File: config.mk
export PLATFORM = sky130hd
export DESIGN_NAME = sid_queue
export DESIGN_NICKNAME = d
export VERILOG_FILES = /design/src/design/sid_queue.sv
export SDC_FILE = /design/constraint.sdc
export NUM_CORES = 1
export LEC_CHECK = 0
export ABC_AREA = 1
export BUFFER_PORTS_ARGS = -buffer_cell sky130_fd_sc_hd__buf_2
export CAP_MARGIN = 15
export CELL_PAD_IN_SITES_DETAIL_PLACEMENT = 2
export CELL_PAD_IN_SITES_GLOBAL_PLACEMENT = 2
export CORE_MARGIN = 5
export CORE_UTILIZATION = 35
export DETAILED_ROUTE_END_ITERATION = 12
export GPL_TIMING_DRIVEN = 0
export PLACE_DENSITY = 0.77
export SYNTH_ARGS = -nofsm -noshare
export SYNTH_HDL_FRONTEND = slang
export SYNTH_SLANG_ARGS = --single-unit
File: constraint.sdc
create_clock -name clk -period 1.6 [get_ports clk]
set_clock_uncertainty 0.05 [all_clocks]
set_input_delay 0.48 -clock clk [delete_from_list [all_inputs] [get_ports clk]]
set_output_delay 0.48 -clock clk [all_outputs]
set_load 0.1 [all_outputs]
File: src/design/sid_queue.sv
// ----------------------------------------------------------------------------
// sid_queue
// Small register FIFO between the front and back parts, with occupancy count.
// ----------------------------------------------------------------------------
module sid_queue #(
    parameter int DW    = 8,
    parameter int DEPTH = 8,
    parameter int CW    = 4
) (
    input  logic          clk,
    input  logic          rst_n,
    input  logic          push,
    input  logic [DW-1:0] push_data,
    input  logic          pop,
    output logic [DW-1:0] head_data,
    output logic          not_empty,
    output logic [CW-1:0] count
);
    localparam int AW = (DEPTH > 1) ? $clog2(DEPTH) : 1;

    logic [DW-1:0] mem_reg [DEPTH];
    logic [AW-1:0] wr_ptr_reg, wr_ptr_next;
    logic [AW-1:0] rd_ptr_reg, rd_ptr_next;
    logic [CW-1:0] count_reg, count_next;

    always_comb
    begin
        wr_ptr_next = wr_ptr_reg;
        rd_ptr_next = rd_ptr_reg;
        count_next  = count_reg;
        if (push)
        begin
            wr_ptr_next = (wr_ptr_reg == AW'(DEPTH - 1)) ? '0 : wr_ptr_reg + 1'b1;
        end
        if (pop)
        begin
            rd_ptr_next = (rd_ptr_reg == AW'(DEPTH - 1)) ? '0 : rd_ptr_reg + 1'b1;
        end
        if (push && !pop)
        begin
            count_next = count_reg + 1'b1;
        end
        else if (pop && !push)
        begin
            count_next = count_reg - 1'b1;
        end
    end

    always_ff @(posedge clk or negedge rst_n)
    begin
        if (!rst_n)
        begin
            wr_ptr_reg <= '0;
            rd_ptr_reg <= '0;
            count_reg  <= '0;
        end
        else
        begin
            wr_ptr_reg <= wr_ptr_next;
            rd_ptr_reg <= rd_ptr_next;
            count_reg  <= count_next;
        end
    end

    always_ff @(posedge clk)
    begin
        if (push)
        begin
            mem_reg[wr_ptr_reg] <= push_data;
        end
    end

    assign head_data = mem_reg[rd_ptr_reg];
    assign not_empty = (count_reg != '0);
    assign count     = count_reg;

endmodule

==> metrics.cfg, run 1 <==
[finish]
final_layout_size_suffix_gt1_share_pct = 35.1
final_common_cell = nand2_1
final_cell_mix = 83 x nand2_1, 64 x edfxtp_1, 21 x o21ai_1
n_antenna_cell = 0
fillers = 884
final_area_um2 = 4340
fin_nets = 365
area_growth_pct = 36.6
largest_reg_flops = 64

[critical_path]
end_kind = output port
crit_buf_inv = 2
path_cells = buf_4 > o21ai_1 > o21ai_1 > nand2_2 > nand2_8 > buf_12
r2r_setup_slack_ps = -10
cp.arrival_ps = 1740
slowest_delay_ps = 480
crit_slowest_cell = dfrtp_2
cp.required_ps = 1070
start_kind = flip-flop
critPathMostFrequentCell = o21ai_1
path_class = flip-flop to output port
cp_max_fo = 10
cp_top_family = flip-flops

[power]
p_leak_nw = 1.69
p_total_mw = 9.93
power.density_nw_per_um2 = 2290
p_int_mw = 5.24
power.net_switching_mw = 4.69
p_seq_share_pct = 26.9
pwr-share-comb_pct = 59.4
ir_worst_vdd_v = 0.00136
p_clk_share_pct = 13.7
swShare_pct = 47.2

[synthesis]
yosysSeqAreaShare_pct = 68.3
yosys.cell_types.count = 19
synth_cells = 293
avgSynthCellArea_um2 = 10.8
netlist_area_um2 = 3180
yosysWarnings = 0
synth_seq_cells = 74
syn_nets = 313

[routing]
vias = 2325
wirelength_mm = 9.74
dr.pass1.iters = 4
vias_per_cell = 5.08
drtAntennaViolNets = 0
wl_per_cell_um = 21.3
drcViolationCount = 0
dr.first_iter.drc_count = 80

[floorplan]
die-area_um2 = 11100
num_rows = 34
start_util_pct = 36.1
die_x_um = 105
core_um2 = 8810
die_h_um = 105
io_pins = 25

[sta]
finalMaxSlewViolations = 0
hold_violations = 0
maxSlewHeadroom_pct = 62.1
fmax_ghz = 0.441
worst_pin_slew_ps = 567
setup_viol = 13
setup_ws_ps = -669
final.setup.tns_ps = -5620
min_period_ps = 2270
whs_ps = 344
fin_crit_sh_pct = 142
rsz0062_at_grt = true

[hold_path]
hp-class = input pin to flip-flop

[global_route]
antenna_found_initial = 0
grt_max_degree = 13
grtUsageTotal_pct = 17.9
grt_pass1_vias = 2603
gr-total-overflow = 0
grt_pass1_wl_mm = 14.5

[place]
pre_cts_ws_ps = -773
placed_area_um2 = 3640
gp_congestion = 0.715
io_buffers = 24
hpwl_mm = 6.14

[clock_tree]
cts-root-buf = clkbuf_8
cts_tree = done
clk_latency_ps = 350
clk_path_buf_depth = 2
cts-buffers-inserted = 9
htreeDepth = 3
clkTransAtPathRegs_ps = 70
clkSinkCount = 74

[flow_run]
drv_cap = 0

[run_status]
violations = negative setup slack
status = finished with violations

==> metrics by stage <==
stage,instances,utilization [%]
after global routing,458,49.3
final,458,49.3
after global placement,425,41.4
after CTS,453,47.8
after floorplan,293,-
after detailed placement,425,41.4
==> synthesized netlist by cell type <==
cell type | number | area, um2
nand3_1 | 6 | 30.0
nand2_1 | 112 | 420
buf_6 | 3 | 33.8
or2_2 | 1 | 6.26
dfrtp_1 | 10 | 250
a21oi_1 | 1 | 5.00
o21ai_0 | 27 | 135
buf_2 | 4 | 20.0
fa_1 | 1 | 20.0
clkbuf_2 | 1 | 5.00
ha_1 | 7 | 87.6
clkinv_1 | 1 | 3.75
buf_4 | 2 | 15.0
edfxtp_1 | 64 | 1920
inv_1 | 10 | 37.5
o21ai_1 | 12 | 60.1
nor2_1 | 27 | 101
inv_2 | 2 | 7.51
xnor2_1 | 2 | 17.5
==> power by group through the flow <==
stage,sequential [mW],combinational [mW],clock (mW)
final,2.67,5.90,1.36
after global routing,2.70,6.20,1.45
after CTS,2.68,5.53,1.37
after detailed placement,2.68,4.34,0
after global placement,2.66,4.19,0
after floorplan,2.99,3.11,0
==> layout make-up <==
| type | count | area (um2) | area share [%] |
|---|---|---|---|
| flip-flops and latches | 74 | 2190 | 50.3 |
| multi-input cells | 196 | 1190 | 27.4 |
| repair buffers | 41 | 472 | 10.9 |
| clock buffers | 14 | 163 | 3.75 |
| well taps | 108 | 135 | 3.11 |
| plain buffers | 10 | 111 | 2.56 |
| inverters | 13 | 71.3 | 1.64 |
| clock inverters | 2 | 12.5 | 0.288 |
==> cells by family after synthesis <==
group,after synthesis,synth area share (%)
and+or+nand+nor,146,17.6
DFF,74,68.3
AOI/OAI and AO/OA,40,6.30
buffers and inverters,23,3.86
adders and majority gates,8,3.39
xor gates and xnor gates,2,0.551
==> final timing paths <==
kind / from / endpoint / cells past startpoint
max: rd_ptr_reg[0] / head_data[2] / 6
max reg2reg: count[2] / count[3] / 8
min in group asynchronous: rst_n / count[0] / 2
max in group asynchronous: rst_n / rd_ptr_reg[0] / 2
min reg2reg: count[3] / count[3] / 2
min: pop / rd_ptr_reg[0] / 2
==> layer usage <==
metal	vias to the layer above	global-route usage (%)	routed length (um)
met5	-	0	0
met2	39	32.0	5100
met3	13	3.42	324
met4	0	5.81	159
li1	1090	-	-
met1	1183	21.6	4160
==> what timing repair did <==
action / in CTS / in global routing
endpoints found under the hold margin: 10 / 0
cloned: 1 / 0
setup buffers: 10 / 5
endpoints found under the setup margin: 78 / 62
resized for setup: 90 / 28
pin swaps: 15 / 12
hold buffers: 1 / 0
Note: power is estimated with default switching activity, not from simulation.
==> run 2, diff against run 1 <==
CORE_ASPECT_RATIO = 1.1   (was not set)
==> run 2 against run 1 <==
The flow still finishes with violations (negative setup slack). Count of clock-buffer cells in the layout shrank 5. Critical path depth grew 4. Utilization grew 2.7 points. Sequential cell count is the same. First-iteration DRC count grew 91%. Critical path type unchanged.
==> metrics.cfg, run 2 (same netlist as run 1, synthesis figures left out) <==
[power]
p_clk_share_pct = 13.1
power.density_nw_per_um2 = 2270
ir_worst_vdd_v = 0.00147
swShare_pct = 48.7
p_int_mw = 5.37
pwr-share-comb_pct = 61.3
p_seq_share_pct = 25.6
p_total_mw = 10.5
power.net_switching_mw = 5.10
p_leak_nw = 1.75

[critical_path]
cp.required_ps = 1070
cp_max_fo = 5
start_kind = flip-flop
cp.arrival_ps = 1830
end_kind = output port
path_class = flip-flop to output port

[sta]
fin_crit_sh_pct = 148
final.setup.tns_ps = -6170
maxSlewHeadroom_pct = 64.0
rsz0062_at_grt = true
whs_ps = 351
hold_violations = 0
worst_pin_slew_ps = 539
fmax_ghz = 0.423
min_period_ps = 2360
finalMaxSlewViolations = 0
setup_viol = 12
setup_ws_ps = -764

[place]
pre_cts_ws_ps = -734
hpwl_mm = 6.36
gp_congestion = 0.786
io_buffers = 24

[finish]
final_cell_mix = 64 x edfxtp_1, 50 x nand2_2, 49 x nand2_1
area_growth_pct = 45.2
final_common_cell = edfxtp_1
largest_reg_flops = 64
fin_nets = 368
n_antenna_cell = 0
final_layout_size_suffix_gt1_share_pct = 52.4

[clock_tree]
htreeDepth = 3
clk_latency_ps = 370
clk_path_buf_depth = 2
clkTransAtPathRegs_ps = 80
clkSinkCount = 74
cts-buffers-inserted = 9
cts-root-buf = clkbuf_8
cts_tree = done

[routing]
dr.pass1.iters = 4
drcViolationCount = 0
wirelength_mm = 11.5
dr.first_iter.drc_count = 153
vias = 2421
drtAntennaViolNets = 0
wl_per_cell_um = 24.5
vias_per_cell = 5.18

[floorplan]
die-area_um2 = 11100
num_rows = 36
io_pins = 25
core_um2 = 8870
die_h_um = 110
start_util_pct = 35.8
die_x_um = 101

[global_route]
antenna_found_initial = 0
grt_pass1_vias = 2756
grt_pass1_wl_mm = 16.1
gr-total-overflow = 0
grt_max_degree = 15
grtUsageTotal_pct = 20.4

[run_status]
violations = negative setup slack
status = finished with violations

[flow_run]
drv_cap = 0

[hold_path]
hp-class = input pin to flip-flop

run 2: cell types whose count changed in the layout (fill, tap and decap cells not counted), moves of 3 or more:
| cell | delta |
|---|---|
| nor2_2 | +6 |
| buf_8 | +4 |
| nand2_1 | -34 |
| o21ai_1 | -9 |
| o21ai_2 | +13 |
| clkbuf_1 | -3 |
| nand2_2 | +30 |
| nor2_1 | -8 |
| o21ai_0 | -4 |
| buf_12 | +3 |
| nand2_4 | +4 |
run 2: stage by stage:
stage	std cells	cell area (um2)	util, %
global route	467	4610	52.0
floorplan	293	3390	-
detailed placement	431	3650	41.1
global placement	431	3650	41.1
finish	467	4610	52.0
CTS	464	4390	49.4
run 2: metal layers:
metal  track usage, %  part of all wire (%)  vias up
met5                0                     0        -
met3             4.31                   2.8       28
met2             38.5                    58       59
li1                 -                     -     1094
met4             8.18                   3.6        0
met1             22.0                    36     1240
run 2: power by group through the flow:
stage | Clock [mW] | Sequential [mW] | Combinational (mW)
2_1_floorplan | 0 | 2.99 | 3.11
3_3_place_gp | 0 | 2.66 | 4.17
3_5_place_dp | 0 | 2.69 | 4.31
4_1_cts | 1.33 | 2.65 | 5.77
5_1_grt | 1.50 | 2.72 | 6.72
6_report | 1.37 | 2.69 | 6.42
run 2: critical path, cell delays in order (launching register included):
cell	delay, ps
dfrtp_2	460
clkinv_4	110
buf_12	150
buf_8	130
nand2_2	70
nand2_2	60
nand2_2	80
o21ai_2	60
nand2_2	110
nand2_8	60
buf_12	160
run 2: path summary, 6_finish.rpt:
check | cells after the start | slack [ps] | endpoint | from
min in group asynchronous | 2 | 490 | count[2] | rst_n
hold / removal | 2 | 350 | rd_ptr_reg[2] | pop
max in group asynchronous | 2 | 740 | count[1] | rst_n
setup reg to reg | 8 | 20 | count[3] | count[2]
hold reg to reg | 2 | 640 | wr_ptr_reg[1] | wr_ptr_reg[1]
setup / recovery | 10 | -760 | head_data[5] | rd_ptr_reg[0]
run 2: cell type report:
cell class	count	area (um2)
Sequential cell	74	2190
Inverter	13	66.3
Multi-Input combinational cell	196	1390
Clock inverter	7	53.8
Clock buffer	9	124
Tap cell	114	143
Fill cell	856	4260
Buffer	10	124
Timing Repair Buffer	44	528
run 2: timing repair:
item                                   4_1_cts  5_1_grt
pin swaps                                   22       22
resized for setup                          117       74
buffers inserted                            13        6
setup endpoints to repair                   69       31
hold buffers                                 1        0
endpoints found under the hold margin       10        0
gates cloned                                 3        0
